$ cat src/rtl/opp_pkg.sv
`default_nettype none

package opp_pkg;

  // Fixed field widths of a word on either channel.
  localparam int unsigned CoefW  = 32;
  localparam int unsigned IndexW = 9;

  // Control of the top-level sequencer.
  typedef enum logic [1:0] {
    ST_IDLE,
    ST_RUN,
    ST_DONE
  } opp_state_e;

  // Token that travels down the chain of cells beside the data.
  typedef struct packed {
    logic vld;
    logic last;
  } opp_tok_t;

endpackage

`default_nettype wire

$ cat src/rtl/opp_mac.sv
`default_nettype none

// Multiply cell followed by an accumulate cell. The product is registered
// before it reaches the adder; the sum wraps at the coefficient width.
module opp_mac (
  input  wire                          clk_i,
  input  wire                          rst_ni,
  input  wire                          clear_i,
  input  wire  opp_pkg::opp_tok_t      tok_i,
  input  wire  [opp_pkg::CoefW-1:0]    a_i,
  input  wire  [opp_pkg::CoefW-1:0]    b_i,
  output opp_pkg::opp_tok_t            done_o,
  output logic [opp_pkg::CoefW-1:0]    acc_o
);

  opp_pkg::opp_tok_t         mul_tok_q;
  logic [opp_pkg::CoefW-1:0] mul_q;
  logic [opp_pkg::CoefW-1:0] mul_d;
  logic [opp_pkg::CoefW-1:0] acc_q;
  logic [opp_pkg::CoefW-1:0] acc_d;

  // Only the low word of the product is kept, which is the same for signed
  // and unsigned operands.
  assign mul_d = a_i * b_i;

  always_comb begin
    acc_d = acc_q;
    if (clear_i) begin
      acc_d = '0;
    end else if (mul_tok_q.vld) begin
      acc_d = acc_q + mul_q;
    end
  end

  always_ff @(posedge clk_i) begin
    mul_q <= mul_d;
    acc_q <= acc_d;
  end

  always_ff @(posedge clk_i or negedge rst_ni) begin
    if (!rst_ni) begin
      mul_tok_q <= '0;
    end else begin
      mul_tok_q <= tok_i;
    end
  end

  assign done_o.vld  = mul_tok_q.vld & mul_tok_q.last;
  assign done_o.last = mul_tok_q.last;
  assign acc_o       = acc_q;

endmodule

`default_nettype wire

$ cat config.mk
export PLATFORM = sky130hd
export DESIGN_NAME = opp_mac
export DESIGN_NICKNAME = d
export VERILOG_FILES = /design/src/rtl/opp_pkg.sv /design/src/rtl/opp_mac.sv
export SDC_FILE = /design/constraint.sdc
export NUM_CORES = 1
export LEC_CHECK = 0
export BUFFER_PORTS_ARGS = -buffer_cell sky130_fd_sc_hd__buf_2
export CAP_MARGIN = 25
export CORE_MARGIN = 2
export CORE_UTILIZATION = 57
export DETAILED_ROUTE_END_ITERATION = 8
export MAX_ROUTING_LAYER = met4
export PLACE_DENSITY_LB_ADDON = 0.08
export SLEW_MARGIN = 20
export SYNTH_ARGS = -nofsm -noshare
export SYNTH_HDL_FRONTEND = slang
export SYNTH_SLANG_ARGS = --single-unit
$ cat constraint.sdc
create_clock -name clk_i -period 2.94 [get_ports clk_i]
set_input_delay 0.147 -clock clk_i [delete_from_list [all_inputs] [get_ports clk_i]]
set_output_delay 0.147 -clock clk_i [all_outputs]
set_load 0.05 [all_outputs]
# Yosys cells after proc, flatten, opt, wreduce, memory -nomap -nowiden
# Index checks and enable logic that the tools add are counted.
# W data, S select, Z words.
word_totals:
  reg_bits: 66
  latchBits: 0
  ram_bits: 0
  romBits: 0
  in_bits: 69
  out_inout_bits: 34
  word_cells: 7
  mem_count: 0
classes:
  add_sub_neg: 1
  mul: 1
  div: 0
  order_cmp: 0
  n_eq_ne: 0
  shifts: 0
  muxes: 0
  bitwise: 1
  n_reduce_logical: 0
ops:
  columns: ["op", "n"]
  rows:
  - ["$add A32 B32 Y32", 1]
  - ["$mul A32 B32 Y32", 1]
  - ["$and A1 B1 Y1", 1]

# Logic depth before layout (Yosys ltp)
# Gate-level depths: netlist of run 1.
depth:
  word_depth: 1
  mapped_depth: 27
  mapped_depth_nobuf: 25

# Least setup slack after synthesis of run 1
# OpenSTA, ideal clock, no wires.
synth_timing:
  kind: "input port to flip-flop"
  start: "input port a_i[12] in the netlist's numbering"
  end: "register mul_q[30] in the netlist's numbering"
  setup_ns: 0.127
  arrival_time_ns: 6.384
  required_ns: 2.813
  slack_ns: -3.571
  stages: 26
  n_path_buf: 2
  path_cell_list: "clkbuf_1 clkbuf_1 nand2_1 fa_1 inv_1 fa_1 inv_1 fa_1 fa_1 inv_1 fa_1 inv_1 fa_1 fa_1 fa_1 inv_1 ha_1 a21o_1 a21o_1 a21oi_1 o21ai_0 a41oi_1 o311ai_1 nor4_1 nor3_1 xor2_1"
synth_via:
  elab_chain_cells: 1
synth_lines:
  columns: ["element", "line_no", "text"]
  rows:
  - ["from (decl)", "opp_mac.sv:10", "input wire [opp_pkg::CoefW-1:0] a_i,"]
  - ["$mul A32 B32 Y32", "opp_mac.sv:24", "assign mul_d = a_i * b_i;"]
  - ["via mul_d (one bit)", "opp_mac.sv:18", "logic [opp_pkg::CoefW-1:0] mul_d;"]
  - ["to (signal assigned)", "opp_mac.sv:36", "mul_q <= mul_d;"]
  - ["to (decl)", "opp_mac.sv:17", "logic [opp_pkg::CoefW-1:0] mul_q;"]
# The timed path passes the listed nets, and every way through them passes these cells.
# A chain may end at the register's enable or synchronous reset.

# Worst setup path after layout of run 1
layout_timing:
  start: "input port b_i[5] in the netlist's numbering"
  end: "register mul_q[30] in the netlist's numbering"
layout_via:
  elab_chain_cells: 1
layout_lines:
  columns: ["element", "line_no", "text"]
  rows:
  - ["from (decl)", "opp_mac.sv:11", "input wire [opp_pkg::CoefW-1:0] b_i,"]
  - ["$mul A32 B32 Y32", "opp_mac.sv:24", null]
  - ["via mul_d (one bit)", "opp_mac.sv:18", null]
# The timed path passes the listed nets, and every way through them passes these cells.

==> run summary, run 1 <==
Post-synth EDFFs -> 0
Global route overflow -> 0
Critical Path Sink -> mul_q[30]
Register-to-register path setup slack -> 0.11 ns
Clock transition at path regs -> 0.06 ns
Slew Limit Fails -> 0
Main synth FF type -> dfxtp_1
FMAX -> 164 MHz
Layout cells sized above 1 -> 0.255
CP startpoint kind -> input port
Worst endpoint data arrival time -> 6.33 ns
Mapped Nets -> 2725
Sequential fraction of the synthesis area -> 0.0704
Mean post-synth cell area -> 9.04 sq um
Worst path required time -> 3.17 ns
Vias/cell -> 5.32
Final hold slack -> 0.132 ns
Initial antenna violation count -> 2
Synth-to-layout area growth -> 25.3%
Reg-to-reg endpoint -> acc_o[20]
Routed via count -> 15150
Core Box Area -> 0.0326 sq mm
Buffers on Ports -> 102
Most frequent cell after synthesis -> fa_1
Met1 Wirelength -> 21.1 mm
Most frequent cells after synthesis -> 409 x fa_1, 408 x inv_1, 289 x nand2_1
Pin count of the biggest net entering global routing -> 34
Setup-failing EPs final -> 27
First-pass GRT wire length -> 85.1 mm
Initial Utilization -> 0.580
Number of max-cap violations -> 0
Top cells by area, synth -> fa_1 43%, ha_1 10%, and2_1 9.0%
Largest buffer count on any clock path -> 2
Worst-Margin Slew -> 0.652 ns
Starting DRT DRC Count -> 886
WL final -> 54.4 mm
GPL Wtd Cong -> 0.967
R2R depth -> 12
IO Count -> 103
Worst R2R Start -> acc_o[0]
Die outline width -> 186 um
Result of the run -> complete, but fails checks
Synth cell types -> 66
H-Tree Depth -> 3
Tmin final -> 6.10 ns
Die height -> 186 um
Clock Latency Late Sink -> 0.34 ns
Detail Route Antenna Nets -> 0
CTS Sinks -> 66
Crit. End Element -> flop
Final nets -> 3030
Post-synth top area share -> 0.433
Final hold vios -> 0
Final Util -> 0.727
GRT Util Overall -> 0.337
Routed len/inst -> 19.1 um
Post-synth ARST share -> 0.0303
CP Class -> input port to flop
Worst slew margin -> 0.565
Met3 routed WL -> 2.29 mm
Num CTS Buffers -> 9
CTS tree -> yes
Num rows -> 66
Largest area contributor in the netlist -> fa_1
Setup crit start -> b_i[5]
Die footprint -> 0.0347 sq mm
CTS root buf -> clkbuf_16
Max layer used -> met4
DR WL met2 -> 27.5 mm
Tightest Hold Check Type -> input port to async pin
Final Skew -> 0.0134 ns
Synth warn -> 0
Vias in the first global route -> 16273
DPL Wire Length -> 45.4 mm
DRC errors left -> 0
Final Worst Setup Slack -> -3.16 ns
Fin crit share -> 2.07
Synth Cell Area -> 0.0189 sq mm
Failing checks -> negative setup slack
Yosys reg bits -> 66
Max FO, Critical Path -> 7
DR pass1 iterations -> 5
Syn Inst Count -> 2093
Unrepaired setup endpoints after global routing -> yes
-- state kept, by name (all words and copies together), names as in the netlist --
signal and cells:
acc_o 32, mul_q 32, done_o 1, mul_tok_q 1
-- cells in the final DEF, fill, tap and decap left out, types with 14 or more instances in the layout --
cell / synthesis / routed
a21oi_2: 0 / 15
ha_4: 0 / 36
buf_4: 2 / 243
xnor2_1: 85 / 74
buf_2: 0 / 71
mux2i_1: 16 / 16
ha_1: 154 / 116
and2_1: 272 / 245
buf_6: 0 / 42
fa_1: 409 / 370
a21oi_1: 44 / 26
fa_2: 0 / 39
a21o_1: 24 / 24
inv_2: 0 / 32
o21ai_0: 20 / 14
nor2_1: 61 / 55
and2_4: 0 / 27
dfxtp_1: 64 / 62
buf_12: 0 / 16
nand2_1: 289 / 285
inv_1: 408 / 376
xor2_1: 25 / 25
-- how the worst min path moves through the flow --
stage / to / start / slack (ns)
6_report: done_o[0] / rst_ni / 0.13
3_5_place_dp: mul_tok_q[1] / rst_ni / -0.06
4_1_cts: done_o[0] / rst_ni / 0.12
2_1_floorplan: done_o[0] / rst_ni / -0.15
3_3_place_gp: done_o[0] / rst_ni / -0.07
5_1_grt: done_o[0] / rst_ni / 0.14
-- cell type report --
cell class / instances / area, sq um
multi-input combinational: 1524 / 16700
fill: 2471 / 8910
timing repair buffer: 389 / 3250
inverter: 408 / 1530
sequential: 66 / 1330
tap: 442 / 553
clock buffer: 10 / 239
clock inverter: 6 / 90.1
antenna: 2 / 5.00
-- per-stage QoR --
step	setup slack, ns	setup TNS [ns]	instances	cell area [sq um]
after CTS	-3.06	-61.04	2828	23200
final	-3.16	-62.15	2847	23700
after global routing	-3.41	-66.56	2847	23700
after global placement	-3.64	-75.38	2786	21900
after floorplan	-3.23	-63.37	2093	19400
after detailed placement	-3.73	-76.79	2786	21900
-- layer usage --
| metal | global-route usage | vias to the layer above |
|---|---|---|
| li1 | - | 6878 |
| met4 | 0.185 | 0 |
| met3 | 0.0360 | 171 |
| met2 | 0.576 | 460 |
| met1 | 0.390 | 7641 |
| met5 | - | - |
-- kinds of logic (layout without fill, tap and decap cells) --
family          Yosys count  after routing  share of synthesized area
simple gates            674            674                      0.177
compound gates          161            161                     0.0582
mux                      16             16                    0.00847
flops                    66             66                     0.0704
fa+ha+maj               563            563                      0.535
xor+xnor                110            110                     0.0509
other cells               0              2                          0
buf+inv                 503            813                      0.100
-- critical path: stages --
cell      delay (ns)
buf_12          0.12
buf_8           0.13
and2_4          0.15
fa_1            0.49
fa_2            0.54
inv_2           0.03
fa_1            0.45
fa_1            0.49
inv_1           0.05
fa_1            0.47
inv_1           0.05
fa_1            0.46
fa_1            0.48
fa_1            0.50
inv_2           0.05
ha_4            0.23
a21o_1          0.15
a21o_1          0.17
a21oi_2         0.17
o21ai_2         0.08
a41oi_2         0.26
o311ai_2        0.13
nor4_1          0.29
nor3_1          0.09
xor2_1          0.14
-- timing repair --
item | CTS | global route
hold endpoints to repair | 4 | 0
resized for setup | 189 | 105
buffers inserted | 23 | 19
gates cloned | 0 | 2
pin swaps | 98 | 96
hold buffers | 3 | 0
setup endpoints to repair | 29 | 30
Power of run 1 is left out: the tool's default activity adds up to more than one toggle a clock period on the data nets, which glitch-free logic cannot reach.
==> inputs of run 2 (changes only) <==
--- a/config.mk
+++ b/config.mk
@@ -12,7 +12,9 @@
 export DETAILED_ROUTE_END_ITERATION = 8
 export MAX_ROUTING_LAYER = met4
 export PLACE_DENSITY_LB_ADDON = 0.08
+export RECOVER_POWER = 50
 export SLEW_MARGIN = 20
 export SYNTH_ARGS = -nofsm -noshare
 export SYNTH_HDL_FRONTEND = slang
 export SYNTH_SLANG_ARGS = --single-unit
+export TNS_END_PERCENT = 30
==> run 2 against run 1 <==
  * The flow still finishes with violations (negative setup slack)
  * Register-to-register slack worse by 0.19 ns
  * Routed wire length down 1.7%
  * First-iteration DRC count down 5.4%
  * Hold slack worse by 0.024 ns
  * Count of clock-buffer cells in the layout unchanged
  * Via count down 0.44%
==> run summary, run 2 (synthesized netlist as in run 1, its figures left out) <==
Slew Limit Fails -> 0 (unchanged)
Unrepaired setup endpoints after global routing -> yes (unchanged)
Worst slew margin -> 0.304 (was 0.565)
Number of max-cap violations -> 0 (unchanged)
DRC errors left -> 0 (unchanged)
CP Class -> input port to flop (unchanged)
Crit. End Element -> flop (unchanged)
IO Count -> 103 (unchanged)
Starting DRT DRC Count -> 838 (was 886)
Vias in the first global route -> 16546 (was 16273)
Pin count of the biggest net entering global routing -> 32 (was 34)
Result of the run -> complete, but fails checks (unchanged)
Die outline width -> 186 um (unchanged)
Die height -> 186 um (unchanged)
DPL Wire Length -> 44.8 mm (was 45.4 mm)
Final Skew -> 0.00730 ns (was 0.0134 ns)
CTS tree -> yes (unchanged)
Routed len/inst -> 18.8 um (was 19.1 um)
Diodes inserted -> 0 (was 2)
Initial Utilization -> 0.580 (unchanged)
Global route overflow -> 0 (unchanged)
GPL Wtd Cong -> 0.971 (was 0.967)
Final nets -> 3026 (was 3030)
R2R depth -> 12 (unchanged)
Commonest non-fill, non-tap cell in the layout -> inv_1 (unchanged)
Largest buffer count on any clock path -> 2 (unchanged)
Core Box Area -> 0.0326 sq mm (unchanged)
Initial antenna violation count -> 0 (was 2)
CTS root buf -> clkbuf_16 (unchanged)
Vias/cell -> 5.31 (was 5.32)
Failing checks -> negative setup slack (unchanged)
Routed via count -> 15083 (was 15150)
FMAX -> 167 MHz (was 164 MHz)
Crit-path slowest cell -> fa_1 (was fa_2)
Final Worst Setup Slack -> -3.05 ns (was -3.16 ns)
Detail Route Antenna Nets -> 0 (unchanged)
Fin crit share -> 2.04 (was 2.07)
Final hold vios -> 0 (unchanged)
CP startpoint kind -> input port (unchanged)
Placed cells -> 2792 (was 2786)
H-Tree Depth -> 3 (unchanged)
Clock transition at path regs -> 0.06 ns (about the same)
Clock Latency Late Sink -> 0.34 ns (about the same)
Crit path cell chain -> buf_12, buf_6, buf_6, and2_4, fa_1, fa_1, fa_1, inv_2, fa_1, inv_1, fa_1, fa_1, fa_1, fa_1, ha_4, and3_4, nand2_2, o21ai_2, a41oi_4, o311ai_4, nor4_2, nor3_2, xor2_1
GRT Util Overall -> 0.331 (was 0.337)
Buffers on Ports -> 102 (unchanged)
First-pass GRT wire length -> 84.7 mm (was 85.1 mm)
Worst endpoint data arrival time -> 6.26 ns (was 6.33 ns)
Tightest Hold Check Type -> input port to flop (was input port to async pin)
Tmin final -> 5.99 ns (was 6.10 ns)
Die footprint -> 0.0347 sq mm (unchanged)
Layout cells sized above 1 -> 0.229 (was 0.255)
CTS Sinks -> 66 (unchanged)
Layout Cells excl Fill -> 2841 (was 2847)
Most frequent cells in the layout -> 386 x inv_1, 373 x fa_1, 281 x nand2_1 (was 376 x inv_1, 370 x fa_1, 285 x nand2_1)
Worst path required time -> 3.21 ns (was 3.17 ns)
CP peak stage delay -> 0.57 ns (was 0.54 ns)
Hold Crit Depth -> 2
DR pass1 iterations -> 5 (unchanged)
WL final -> 53.5 mm (was 54.4 mm)
Num CTS Buffers -> 9 (unchanged)
Worst-Margin Slew -> 1.04 ns (was 0.652 ns)
Most used cell, CP -> fa_1 (unchanged)
Num rows -> 66 (unchanged)
Synth-to-layout area growth -> 24.6% (was 25.3%)
Setup-failing EPs final -> 27 (unchanged)
Max FO, Critical Path -> 8 (was 7)
run 2: worst max-delay path, delay by kind of cell:
family	cells	cell delay (ns)
adder cells (fa/ha/maj)	9	4.32
XOR/XNOR	1	0.16
AND/OR/NAND/NOR	5	0.63
buffers and inverters	5	0.45
AO/OA/AOI/OAI	3	0.54
run 2: through the flow:
stage          hold WS (ns)  setup TNS [ns]  instance area, sq um  worst slack, ns   util
6_report              0.108          -62.21                 23600            -3.05  0.723
5_1_grt               0.122          -65.94                 23600            -3.17  0.723
4_1_cts              0.0982          -61.85                 23100            -2.95  0.709
3_5_place_dp        -0.0633          -79.05                 21700            -3.68  0.665
3_3_place_gp        -0.0665          -77.73                 21700            -3.59  0.665
2_1_floorplan        -0.149          -66.16                 19100            -3.23      -
run 2: final cells by class:
class | instances | area (sq um)
Multi-Input combinational cell | 1524 | 16600
Inverter | 408 | 1530
Tap cell | 442 | 553
Clock inverter | 6 | 65.1
Timing Repair Buffer | 385 | 3200
Clock buffer | 10 | 239
Fill cell | 2465 | 9050
Sequential cell | 66 | 1330
run 2: final timing paths:
check | start | to | slack, ns
min reg2reg | acc_o[28] | acc_o[28] | 0.50
max | b_i[7] | mul_q[30] | -3.05
max in group asynchronous | rst_ni | done_o[0] | 2.65
max reg2reg | acc_o[0] | acc_o[20] | -0.08
min in group asynchronous | rst_ni | mul_tok_q[1] | 0.15
min | clear_i | acc_o[16] | 0.11
run 2: repair_timing:
| action | 4_1_cts | 5_1_grt |
|---|---|---|
| hold endpoints to repair | 4 | 0 |
| setup endpoints to repair | 29 | 34 |
| hold buffers | 3 | 0 |
| resized for setup | 207 | 93 |
| buffers inserted | 21 | 8 |
| pin swaps | 103 | 62 |
| cloned | 0 | 2 |
run 2: metal layers:
metal | global-route usage | vias to the layer above | part of all wire
met5 | - | - | 0
met4 | 0.0986 | 0 | 0.031
met1 | 0.408 | 7637 | 0.41
met2 | 0.581 | 497 | 0.50
li1 | - | 6862 | -
met3 | 0.0339 | 87 | 0.058
Power of run 2 is left out for the same reason.
